--- src/rtl/mse_pkg.sv ---
`timescale 1ns / 1ps

package mse_pkg;

  localparam int DATA_WORDS_DEF = 256;
  localparam int REG_COUNT      = 32;
  localparam int QUEUE_DEPTH    = 4;

  localparam logic [5:0] OP_SPECIAL  = 6'd0;
  localparam logic [5:0] OP_REGIMM   = 6'd1;
  localparam logic [5:0] OP_J        = 6'd2;
  localparam logic [5:0] OP_ADDI     = 6'd8;
  localparam logic [5:0] OP_SPECIAL2 = 6'd28;
  localparam logic [5:0] OP_LW       = 6'd35;
  localparam logic [5:0] OP_SW       = 6'd43;

  localparam logic [5:0] FN_SLL   = 6'd0;
  localparam logic [5:0] FN_SRL   = 6'd2;
  localparam logic [5:0] FN_MUL   = 6'd2;
  localparam logic [5:0] FN_JR    = 6'd8;
  localparam logic [5:0] FN_MOVZ  = 6'd10;
  localparam logic [5:0] FN_BREAK = 6'd13;
  localparam logic [5:0] FN_ADD   = 6'd32;
  localparam logic [5:0] FN_SUB   = 6'd34;

  typedef enum logic [2:0] {
    ST_DONE    = 3'd0,
    ST_BREAK   = 3'd1,
    ST_UNKNOWN = 3'd2,
    ST_CONTROL = 3'd3,
    ST_WINDOW  = 3'd4
  } status_t;

  typedef enum logic [3:0] {
    CL_NONE    = 4'd0,
    CL_PRELOAD = 4'd1,
    CL_ADDI    = 4'd2,
    CL_ADD     = 4'd3,
    CL_SUB     = 4'd4,
    CL_MUL     = 4'd5,
    CL_MOVZ    = 4'd6,
    CL_SLL     = 4'd7,
    CL_SRL     = 4'd8,
    CL_LW      = 4'd9,
    CL_SW      = 4'd10
  } cls_t;

  typedef struct packed {
    logic        kind;
    logic [31:0] word;
    logic [7:0]  preload_index;
  } in_t;

  typedef struct packed {
    logic [2:0]         status;
    logic               reg_written;
    logic [4:0]         reg_index;
    logic signed [31:0] reg_value;
    logic               mem_written;
    logic [7:0]         mem_index;
    logic signed [31:0] mem_value;
  } out_t;

  // Decoded transaction. For a preload, imm carries the data word.
  typedef struct packed {
    cls_t        cls;
    status_t     status;
    logic [4:0]  rs;
    logic [4:0]  rt;
    logic [4:0]  dst;
    logic [4:0]  sh;
    logic [31:0] imm;
    logic [31:0] koff;
    logic [7:0]  pidx;
  } dec_t;

endpackage

--- src/rtl/mse_queue.sv ---
`timescale 1ns / 1ps

module mse_queue (
  input  logic          clk,
  input  logic          rst_n,
  input  logic          wr,
  input  mse_pkg::dec_t wdata,
  output logic          full,
  input  logic          rd,
  output mse_pkg::dec_t rdata,
  output logic          empty
);

  localparam int PW = $clog2(mse_pkg::QUEUE_DEPTH);
  localparam int CW = $clog2(mse_pkg::QUEUE_DEPTH + 1);

  mse_pkg::dec_t mem_r [mse_pkg::QUEUE_DEPTH];
  logic [PW-1:0] wptr_r;
  logic [PW-1:0] rptr_r;
  logic [CW-1:0] cnt_r;

  assign full  = (cnt_r == CW'(mse_pkg::QUEUE_DEPTH));
  assign empty = (cnt_r == '0);
  assign rdata = mem_r[rptr_r];

  always_ff @(posedge clk) begin
    if (wr) begin
      mem_r[wptr_r] <= wdata;
    end
  end

  always_ff @(posedge clk) begin
    if (!rst_n) begin
      wptr_r <= '0;
      rptr_r <= '0;
      cnt_r  <= '0;
    end else begin
      if (wr) begin
        wptr_r <= wptr_r + PW'(1);
      end
      if (rd) begin
        rptr_r <= rptr_r + PW'(1);
      end
      if (wr && !rd) begin
        cnt_r <= cnt_r + CW'(1);
      end else if (rd && !wr) begin
        cnt_r <= cnt_r - CW'(1);
      end
    end
  end

endmodule

--- config.mk ---
export PLATFORM = sky130hd
export DESIGN_NAME = mse_queue
export DESIGN_NICKNAME = d
export VERILOG_FILES = /design/src/rtl/mse_pkg.sv /design/src/rtl/mse_queue.sv
export SDC_FILE = /design/constraint.sdc
export NUM_CORES = 1
export LEC_CHECK = 0
export BUFFER_PORTS_ARGS = -buffer_cell sky130_fd_sc_hd__clkbuf_2
export CORE_MARGIN = 2
export CORE_UTILIZATION = 47
export CTS_CLUSTER_SIZE = 20
export DETAILED_ROUTE_END_ITERATION = 6
export PLACE_DENSITY = 0.65
export SETUP_SLACK_MARGIN = 0.4
export SLEW_MARGIN = 0
export SYNTH_ARGS = -nofsm -noshare
export SYNTH_HDL_FRONTEND = slang
export SYNTH_SLANG_ARGS = --single-unit
--- constraint.sdc ---
create_clock -name clk -period 3.85 [get_ports clk]
set_input_delay 0.77 -clock clk [delete_from_list [all_inputs] [get_ports clk]]
set_output_delay 0.77 -clock clk [all_outputs]
set_load 0.02 [all_outputs]
==> run metrics <==
status complete, no violations; most instantiated cells after synthesis 396 x edfxtp_1, 99 x mux4_2, 10 x buf_2; core area around 31,000 sq um; critical path arrival 2.36 ns; # hold bufs at CTS 0; Synth Area in Compound Gates less than 1%; P per Cell Area 575 nW/um^2; register clock-pin slew on the reported worst setup and hold paths 0.06 ns; Skew-Pair Late Insertion Delay about 0.52 ns; DR iter-0 viols between 400 and 500; critical-path maximum fanout 43; Post-DP Area 16,300 sq um; Final period util around four fifths; Syn Nets 669; mux contribution to synthesized area 15.3%; Post-synth ARST share 0%; hpwl dp about 17,000 um; drt pass-1 iters 4; Post-Synth XOR/XNOR Area 0.298%; Net Sw Power approximately 0.0022 W; TritonCTS clock tree done; setup violators final 0; DRC viols 0; Post-synth EDFFs a little under 400; Least-Margin Pin Slew 0.646 ns; Clock power frac 39.3%; number of global-route vias before repair roughly 7,200; IO Port Bufs between 200 and 250; GP Congestion 0.719; final hold vios 0; most frequent cell after synthesis edfxtp_1; Vias/cell between 5 and 6; # resized after CTS 0; Slew Viols, Final 0; Bufs on Longest Clock Path 3; final wirelength 27,300 um; nets@finish 905; Synth top area share 80.9%; switching share of power 22.0%; DR vias around 6,600; clock sinks 405; Distinct cells, synth 22; # rows 64; adder-cell share of the synthesized area less than 1%; Setup Skew roughly 0.016 ns; number of H-tree levels 2; final antenna-violating net count 0; max_slew headroom between 50% and 60%; Die X-Extent between 150 and 200 um; Die Y around 180 um; first-pass GRT wire length approximately 42,000 um; Gate Count Post-Synth 560; number of fill cells 2,226; internal power just under 0.008 W; Reg power frac between 50% and 60%; CTS Buf Count 41; Leakage Power 6.00 nW; layout cells sized above 1 46.4%; Final Critical Period roughly 3.1 ns; initial antenna violation count 4; critical path type reg -> out; Routed WL per cell 22.3 um; yosys warns 0; crit path capture type primary output; synthesized area per cell roughly 26 sq um; GRT overflow 0; post-synthesis simple-gate area fraction 0.622%; largest family of logic cells by synthesized area multiplexers; Synth Register Bits slightly above 400; critical path launch point type flop; Max-Cap Viols 0; setup TNS 0 ns; Final Cell Area about 18,000 sq um; upper clock frequency limit 0.319 GHz; RSZ-0062 raised after global routing no; Ports about 200; top cells by area, synth edfxtp_1 81%, mux4_2 15%, dfxtp_1 1.2%; initial core utilization 47.9%; Hold Path Depth 1; worst path required time ~3.1 ns; leading area contributor after synthesis edfxtp_1; Root Buffer clkbuf_16; largest net degree at the start of global routing 56; maximum vdd drop approximately 0.37 mV; Reg2Reg Depth 4; postcts setup bufs 0; hold crit path type in -> reg; Seq/Total Area, Yosys between 80% and 90%; combinational share of power ~10%; Global Route Usage Sum approximately 17%; Mapped Area roughly 15,000 sq um; full die area about 33,000 sq um; Synth-to-Final Area Change 20.2%; commonest register cell after synthesis edfxtp_1
## kinds of logic after synthesis
| kind of cell | count (synthesis) |
|---|---|
| flops | 405 |
| mux | 101 |
| buf+inv | 26 |
| simple gates | 15 |
| fa+ha+maj | 6 |
| xor+xnor | 5 |
| compound gates | 2 |
## worst max-delay path, stage by stage, from the launching register on
cell and delay, ns:
dfxtp_4 0.64, buf_12 0.35, mux4_2 0.59, clkbuf_2 0.18
## per-stage QoR
| step | power [W] | util, % | hold WS [ns] | instances | worst slack, ns |
|---|---|---|---|---|---|
| after detailed placement | 0.00629 | 53.1 | 0.541 | 1149 | 1.20 |
| final | 0.0102 | 57.6 | 0.472 | 1227 | 0.718 |
| after global placement | 0.00625 | 53.1 | 0.482 | 1149 | 1.22 |
| after global routing | 0.0105 | 57.6 | 0.447 | 1224 | 0.574 |
| after CTS | 0.0103 | 57.6 | 0.445 | 1224 | 0.650 |
| after floorplan | 0.00588 | - | 0.472 | 560 | 1.41 |
## power groups by stage
| stage | registers, W | clock network (W) | logic (W) |
|---|---|---|---|
| after floorplan | 0.00520 | 0 | 0.000684 |
| after global placement | 0.00521 | 0 | 0.00104 |
| after detailed placement | 0.00522 | 0 | 0.00107 |
| after CTS | 0.00513 | 0.00409 | 0.00107 |
| after global routing | 0.00514 | 0.00427 | 0.00112 |
| final | 0.00513 | 0.00399 | 0.00104 |
## registers in the layout (all words and copies together) (netlist names), named ones only
signal,count
mem_r,396
cnt_r,3
wptr_r,2
rptr_r,2
## layout make-up
| class | instances | area, sq um | share of cell area [%] |
|---|---|---|---|
| multi-input combinational | 129 | 2490 | 14.1 |
| sequential | 405 | 12100 | 68.4 |
| clock buffer | 47 | 1090 | 6.18 |
| timing repair buffer | 215 | 1190 | 6.76 |
| tap | 396 | 495 | 2.81 |
| clock inverter | 28 | 292 | 1.65 |
| inverter | 4 | 15.0 | 0.0850 |
| antenna | 3 | 7.51 | 0.0425 |
## final timing paths
kind	endpoint	startpoint	slack, ns
hold reg to reg	cnt_r[2]$_SDFFE_PN0P_	cnt_r[2]$_SDFFE_PN0P_	0.54
hold / removal	mem_r[2][11]$_DFFE_PP_	wdata[11]	0.47
setup / recovery	rdata[90]	flop	0.72
setup reg to reg	mem_r[1][62]$_DFFE_PP_	wptr_r[1]$_SDFFE_PN0P_	2.01
## cells in the final DEF (no fill, tap or decap)
cell type and instances:
and2_4 4, a21boi_0 1, buf_4 5, ha_1 5, xor2_1 3, bufinv_16 6, clkbuf_2 203, dfxtp_4 2
nor3_1 1, buf_12 7, edfxtp_1 396, fa_1 1, inv_1 4, clkinv_1 7, dfxtp_1 7, clkbuf_16 43
clkbuf_1 4, clkinv_4 1, clkinv_2 12, mux4_2 99, clkinvlp_4 1, or3_1 1, xnor2_1 2, mux2i_1 2
nor2b_1 2, o21ai_0 1, and2_1 5, inv_6 1, diode_2 3, nand2_1 1, nor3b_1 1
## layer usage
metal | GRT usage, % | vias to the layer above | share of wire, %
met5 | 0 | - | 0.088
met1 | 20.8 | 3465 | 39
met3 | 5.20 | 46 | 7.1
li1 | - | 2889 | -
met2 | 28.7 | 196 | 52
met4 | 4.84 | 4 | 2.1
Note: power is estimated with default switching activity, not from simulation.
