--- src/rtl/mse_pkg.sv ---
`timescale 1ns / 1ps

package mse_pkg;

  localparam int DATA_WORDS_DEF = 256;
  localparam int REG_COUNT      = 32;
  localparam int QUEUE_DEPTH    = 4;

  localparam logic [5:0] OP_SPECIAL  = 6'd0;
  localparam logic [5:0] OP_REGIMM   = 6'd1;
  localparam logic [5:0] OP_J        = 6'd2;
  localparam logic [5:0] OP_ADDI     = 6'd8;
  localparam logic [5:0] OP_SPECIAL2 = 6'd28;
  localparam logic [5:0] OP_LW       = 6'd35;
  localparam logic [5:0] OP_SW       = 6'd43;

  localparam logic [5:0] FN_SLL   = 6'd0;
  localparam logic [5:0] FN_SRL   = 6'd2;
  localparam logic [5:0] FN_MUL   = 6'd2;
  localparam logic [5:0] FN_JR    = 6'd8;
  localparam logic [5:0] FN_MOVZ  = 6'd10;
  localparam logic [5:0] FN_BREAK = 6'd13;
  localparam logic [5:0] FN_ADD   = 6'd32;
  localparam logic [5:0] FN_SUB   = 6'd34;

  typedef enum logic [2:0] {
    ST_DONE    = 3'd0,
    ST_BREAK   = 3'd1,
    ST_UNKNOWN = 3'd2,
    ST_CONTROL = 3'd3,
    ST_WINDOW  = 3'd4
  } status_t;

  typedef enum logic [3:0] {
    CL_NONE    = 4'd0,
    CL_PRELOAD = 4'd1,
    CL_ADDI    = 4'd2,
    CL_ADD     = 4'd3,
    CL_SUB     = 4'd4,
    CL_MUL     = 4'd5,
    CL_MOVZ    = 4'd6,
    CL_SLL     = 4'd7,
    CL_SRL     = 4'd8,
    CL_LW      = 4'd9,
    CL_SW      = 4'd10
  } cls_t;

  typedef struct packed {
    logic        kind;
    logic [31:0] word;
    logic [7:0]  preload_index;
  } in_t;

  typedef struct packed {
    logic [2:0]         status;
    logic               reg_written;
    logic [4:0]         reg_index;
    logic signed [31:0] reg_value;
    logic               mem_written;
    logic [7:0]         mem_index;
    logic signed [31:0] mem_value;
  } out_t;

  // Decoded transaction. For a preload, imm carries the data word.
  typedef struct packed {
    cls_t        cls;
    status_t     status;
    logic [4:0]  rs;
    logic [4:0]  rt;
    logic [4:0]  dst;
    logic [4:0]  sh;
    logic [31:0] imm;
    logic [31:0] koff;
    logic [7:0]  pidx;
  } dec_t;

endpackage

--- src/rtl/mse_front.sv ---
`timescale 1ns / 1ps

module mse_front #(
  parameter int DATA_WORDS = mse_pkg::DATA_WORDS_DEF
) (
  input  logic          clk,
  input  logic          rst_n,
  input  logic          in_valid,
  output logic          in_stall,
  input  mse_pkg::in_t  in_data,
  input  logic          cfg_valid,
  output logic          cfg_ready,
  input  logic [15:0]   cfg_data,
  output logic          q_wr,
  output mse_pkg::dec_t q_wdata,
  input  logic          q_full
);

  logic [15:0] data_base_r;
  logic [5:0]  op;
  logic [5:0]  fn;
  logic [31:0] simm;

  assign cfg_ready = 1'b1;

  always_ff @(posedge clk) begin
    if (!rst_n) begin
      data_base_r <= '0;
    end else if (cfg_valid && cfg_ready) begin
      data_base_r <= cfg_data;
    end
  end

  assign in_stall = q_full;
  assign q_wr     = in_valid && !q_full;

  assign op   = in_data.word[31:26];
  assign fn   = in_data.word[5:0];
  assign simm = {{16{in_data.word[15]}}, in_data.word[15:0]};

  always_comb begin
    q_wdata        = '0;
    q_wdata.cls    = mse_pkg::CL_NONE;
    q_wdata.status = mse_pkg::ST_DONE;
    q_wdata.rs     = in_data.word[25:21];
    q_wdata.rt     = in_data.word[20:16];
    q_wdata.sh     = in_data.word[10:6];
    q_wdata.dst    = in_data.word[15:11];
    q_wdata.imm    = simm;
    q_wdata.koff   = simm - {16'd0, data_base_r};
    q_wdata.pidx   = in_data.preload_index;
    if (!in_data.kind) begin
      q_wdata.cls = mse_pkg::CL_PRELOAD;
      q_wdata.rs  = '0;
      q_wdata.rt  = '0;
      q_wdata.dst = '0;
      q_wdata.imm = in_data.word;
      if (32'(in_data.preload_index) >= 32'(DATA_WORDS)) begin
        q_wdata.status = mse_pkg::ST_WINDOW;
      end
    end else begin
      unique case (op) inside
        mse_pkg::OP_ADDI: begin
          q_wdata.cls = mse_pkg::CL_ADDI;
          q_wdata.dst = in_data.word[20:16];
        end
        mse_pkg::OP_LW: begin
          q_wdata.cls = mse_pkg::CL_LW;
          q_wdata.dst = in_data.word[20:16];
        end
        mse_pkg::OP_SW: begin
          q_wdata.cls = mse_pkg::CL_SW;
        end
        mse_pkg::OP_REGIMM, mse_pkg::OP_J: begin
          q_wdata.status = mse_pkg::ST_CONTROL;
        end
        mse_pkg::OP_SPECIAL2: begin
          if (fn == mse_pkg::FN_MUL) begin
            q_wdata.cls = mse_pkg::CL_MUL;
          end else begin
            q_wdata.status = mse_pkg::ST_UNKNOWN;
          end
        end
        mse_pkg::OP_SPECIAL: begin
          unique case (fn)
            mse_pkg::FN_SLL:   q_wdata.cls = mse_pkg::CL_SLL;
            mse_pkg::FN_SRL:   q_wdata.cls = mse_pkg::CL_SRL;
            mse_pkg::FN_SUB:   q_wdata.cls = mse_pkg::CL_SUB;
            mse_pkg::FN_ADD:   q_wdata.cls = mse_pkg::CL_ADD;
            mse_pkg::FN_MOVZ:  q_wdata.cls = mse_pkg::CL_MOVZ;
            mse_pkg::FN_BREAK: q_wdata.status = mse_pkg::ST_BREAK;
            mse_pkg::FN_JR:    q_wdata.status = mse_pkg::ST_CONTROL;
            default:           q_wdata.status = mse_pkg::ST_UNKNOWN;
          endcase
        end
        default: begin
          q_wdata.status = mse_pkg::ST_UNKNOWN;
        end
      endcase
    end
  end

endmodule

--- config.mk ---
export PLATFORM = sky130hd
export DESIGN_NAME = mse_front
export DESIGN_NICKNAME = d
export VERILOG_FILES = /design/src/rtl/mse_pkg.sv /design/src/rtl/mse_front.sv
export SDC_FILE = /design/constraint.sdc
export NUM_CORES = 1
export LEC_CHECK = 0
export ABC_AREA = 0
export BUFFER_PORTS_ARGS = -buffer_cell sky130_fd_sc_hd__buf_2
export CELL_PAD_IN_SITES_DETAIL_PLACEMENT = 1
export CELL_PAD_IN_SITES_GLOBAL_PLACEMENT = 2
export CORE_MARGIN = 2
export CORE_UTILIZATION = 21
export CTS_BUF_LIST = sky130_fd_sc_hd__clkbuf_4 sky130_fd_sc_hd__clkbuf_8
export DETAILED_ROUTE_END_ITERATION = 6
export MAX_ROUTING_LAYER = met4
export PLACE_DENSITY_LB_ADDON = 0.1
export SYNTH_ARGS = -nofsm -noshare
export SYNTH_HDL_FRONTEND = slang
export SYNTH_SLANG_ARGS = --single-unit
--- constraint.sdc ---
create_clock -name clk -period 3.2 [get_ports clk]
set_input_delay 0.32 -clock clk [delete_from_list [all_inputs] [get_ports clk]]
set_output_delay 0.32 -clock clk [all_outputs]
set_load 0.02 [all_outputs]
==> impl_results.md <==
- Status: completed
- CTS Buffer Depth: 2
- Maxcap violations: 0
- Min-Delay Startpoint: cfg_data[2]
- Antenna violations before repair: 0
- Hold Crit Endpoint: data_base_r[2]$_SDFFE_PN0P_
- Setup violators final: 0
- Fin crit share: 87.7%
- Critical Path Sink Type: output port
- Clock skew: 0 ns
- Initial Utilization: 21.3%
- P per Cell Area: 332 nW/um2
- CTS buffer count: 3
- Post-route ant nets: 0
- Crit path max fanout: 3
- Worst slew pin tran: 0.630 ns
- Top-level I/O count: 164
- Hold Crit Class: input port to flip-flop
- GR Overflow Total: 0
- Vias: 2530
- Vias in the first global route: 2421
- Reg2reg start: data_base_r[1]$_SDFFE_PN0P_
- Clock sink count: 16
- Post-Syn Area: 2400 um2
- Syn nets: 422
- Worst-case reg-to-reg path depth: 2
- Die area: 12300 um2
- Area contributors post-synth: buf_4 14%, dfxtp_1 13%, mux2i_1 9.6%
- Top_reg_cell synth: dfxtp_1
- CP Launch Type: flip-flop
- Multi-input logic area: 1540 um2
- Final hold viol count: 0
- Clock-pin slew on the worst setup and hold paths: 0.06 ns
- Worst VDD drop: 0.242 mV
- Yosys top cell area share: 14.4%
- Top flop regs: data_base_r x16
- Fin area: 2970 um2
- Register area share after synthesis: 13.4%
- Die Width: 111 um
- # hold bufs at CTS: 0
- Core Area: 11300 um2
- Post-synth ARST share: 0%
- # H-tree levels: 1
- GPL Wtd Cong: 0.750
- Global-route wire length before repair: 12.8 mm
- Root Driver: clkbuf_8
- Die Ht: 111 um
- Layout fillers: 1459
- Setup TNS: 0 ns
- WHS Path Cells: 3
- Worst-Skew Late Latency: 0.25 ns
- TritonRoute pass-1 iters: 4
- Unique cell type count in the Yosys netlist: 45
- Routed len/inst: 13.9 um
- First DRT Iteration DRCs: 81
- Slew Viols, Final: 0
- Worst reg-to-reg setup slack: 2.57 ns
- HPWL after DPL: 6.95 mm
- Detailed-route vias per instance: 4.38
- Unrepaired setup endpoints after global routing: no
- Overall routed net length: 8.06 mm
- Ys Warns: 0
- Yosys top cell by area: buf_4
- Synth Register Bits: 16
- Final worst path period need: 2.81 ns
- Storage cell area: 320 um2
- Largest register FFs: 16
- Slew HR: 57.6%
- Critical path class: flip-flop to output port
- Data arrival time of the worst path: 2.49 ns
- Gr usage total: 12.8%
- Layout area overhead: 23.8%
- Rows: 39
- Fin nets: 516
- F_max: 356 MHz
- Leakage: 1.55 nW
- # diodes: 0
- CTS tree: built
- # DRC: 0
- Post-synth EDFFs: 0
- CP Data Required Time: 2.88 ns
- PortBufs: 145
- Biggest register: data_base_r
- Largest net degree at the start of global routing: 24
- Syn_area_per_cell: 7.01 um2
- Layout cells sized above 1: 35.2%
- Post-Synthesis Cells: 342
- Area after DPL: 2910 um2
- Worst flop-to-flop path endpoint: data_base_r[1]$_SDFFE_PN0P_
-- synth_stat cells (2+ instances only) --
cell       instances
buf_4             46
inv_1             39
nor2_1            31
o21ai_0           26
mux2i_1           23
nand2_1           21
a21oi_1           19
nor2b_1           18
ha_1              17
dfxtp_1           16
xnor2_1            9
clkbuf_1           6
nor3_1             6
o21a_1             5
xor2_1             5
nand3_1            4
o21bai_1           4
and3_1             3
buf_2              3
nand2b_1           3
nand4_1            3
o31ai_1            3
or3_1              3
a211oi_1           2
a21o_1             2
a22oi_1            2
conb_1             2
o2111ai_1          2
o211ai_1           2
o21ai_1            2
-- how the worst max path moves through the flow --
stage / from / to / slack [ns]
after floorplan: data_base_r[1]$_SDFFE_PN0P_ / q_wdata[26] / 0.40
after global routing: data_base_r[1]$_SDFFE_PN0P_ / q_wdata[31] / 0.18
after global placement: in_data[8] / q_wdata[24] / 0.43
after CTS: data_base_r[1]$_SDFFE_PN0P_ / q_wdata[31] / 0.18
after detailed placement: in_data[8] / q_wdata[22] / 0.34
final: data_base_r[0]$_SDFFE_PN0P_ / q_wdata[22] / 0.39
-- logic make-up after synthesis --
group	Yosys count	synth area share, %
adders and majority gates	18	9.71
muxes	23	9.61
and+or+nand+nor	97	19.6
buffers and inverters	95	22.6
DFF	16	13.4
other	2	0.313
AOI/OAI and AO/OA	77	19.7
xor gates and xnor gates	14	5.12
-- per-stage QoR --
| stage | total power [mW] | setup slack, ns | util, % | cells | hold WS [ns] |
|---|---|---|---|---|---|
| 3_3_place_gp | 0.814 | 0.428 | 25.8 | 574 | 0.496 |
| 2_1_floorplan | 0.662 | 0.403 | - | 342 | 0.448 |
| 3_5_place_dp | 0.818 | 0.338 | 25.8 | 574 | 0.517 |
| 6_report | 0.984 | 0.395 | 26.3 | 578 | 0.327 |
| 4_1_cts | 1.00 | 0.182 | 26.3 | 578 | 0.326 |
| 5_1_grt | 1.06 | 0.179 | 26.3 | 578 | 0.337 |
-- metal layers --
layer | wire length [um] | track usage [%] | up-vias
met3 | 451 | 1.20 | 9
met4 | 88 | 2.83 | 0
li1 | - | - | 1289
met2 | 3480 | 20.2 | 99
met1 | 4040 | 17.9 | 1133
met5 | 0 | - | -
-- area by class of cell --
type | count | share of cell area (%)
clock buffers | 4 | 1.86
multi-input cells | 231 | 51.9
repair buffers | 145 | 24.5
well taps | 143 | 6.03
flip-flops and latches | 16 | 10.8
inverters | 39 | 4.94
-- cell usage in the layout (no fill, tap or decap), types with 2 or more instances in the layout --
master     synthesis  routed
a211oi_1           2       2
a21o_1             2       2
a21oi_1           19      18
a22oi_1            2       2
and3_1             3       3
buf_2              3     145
clkbuf_8           0       4
conb_1             2       2
dfxtp_1           16      16
ha_1              17      17
inv_1             39      39
mux2i_1           23      23
nand2_1           21      21
nand2b_1           3       3
nand3_1            4       4
nand4_1            3       3
nor2_1            31      31
nor2b_1           18      18
nor3_1             6       6
o2111ai_1          2       2
o211ai_1           2       2
o21a_1             5       5
o21ai_0           26      26
o21ai_1            2       2
o21bai_1           4       4
o31ai_1            3       3
or3_1              3       3
xnor2_1            9       9
xor2_1             5       5
-- where the power goes --
group          internal, mW  switching (mW)  leakage (nW)
Combinational         0.208           0.380          1.39
Sequential            0.211         0.00684         0.132
Clock                 0.109          0.0687        0.0288
-- critical path, stage by stage (launching register included) --
cell	delay, ns
dfxtp_1	0.31
ha_1	0.21
fa_1	0.40
nand2b_1	0.20
a211oi_2	0.31
o21bai_1	0.18
mux2i_1	0.15
a211oi_1	0.25
buf_2	0.21
-- timing repair --
action                                  in CTS  in global routing
endpoints found under the setup margin       0                 15
buffers inserted                             0                  0
resized for setup                            0                  1
hold endpoints to repair                     0                  0
No activity file was read; power rests on OpenSTA's default activity.
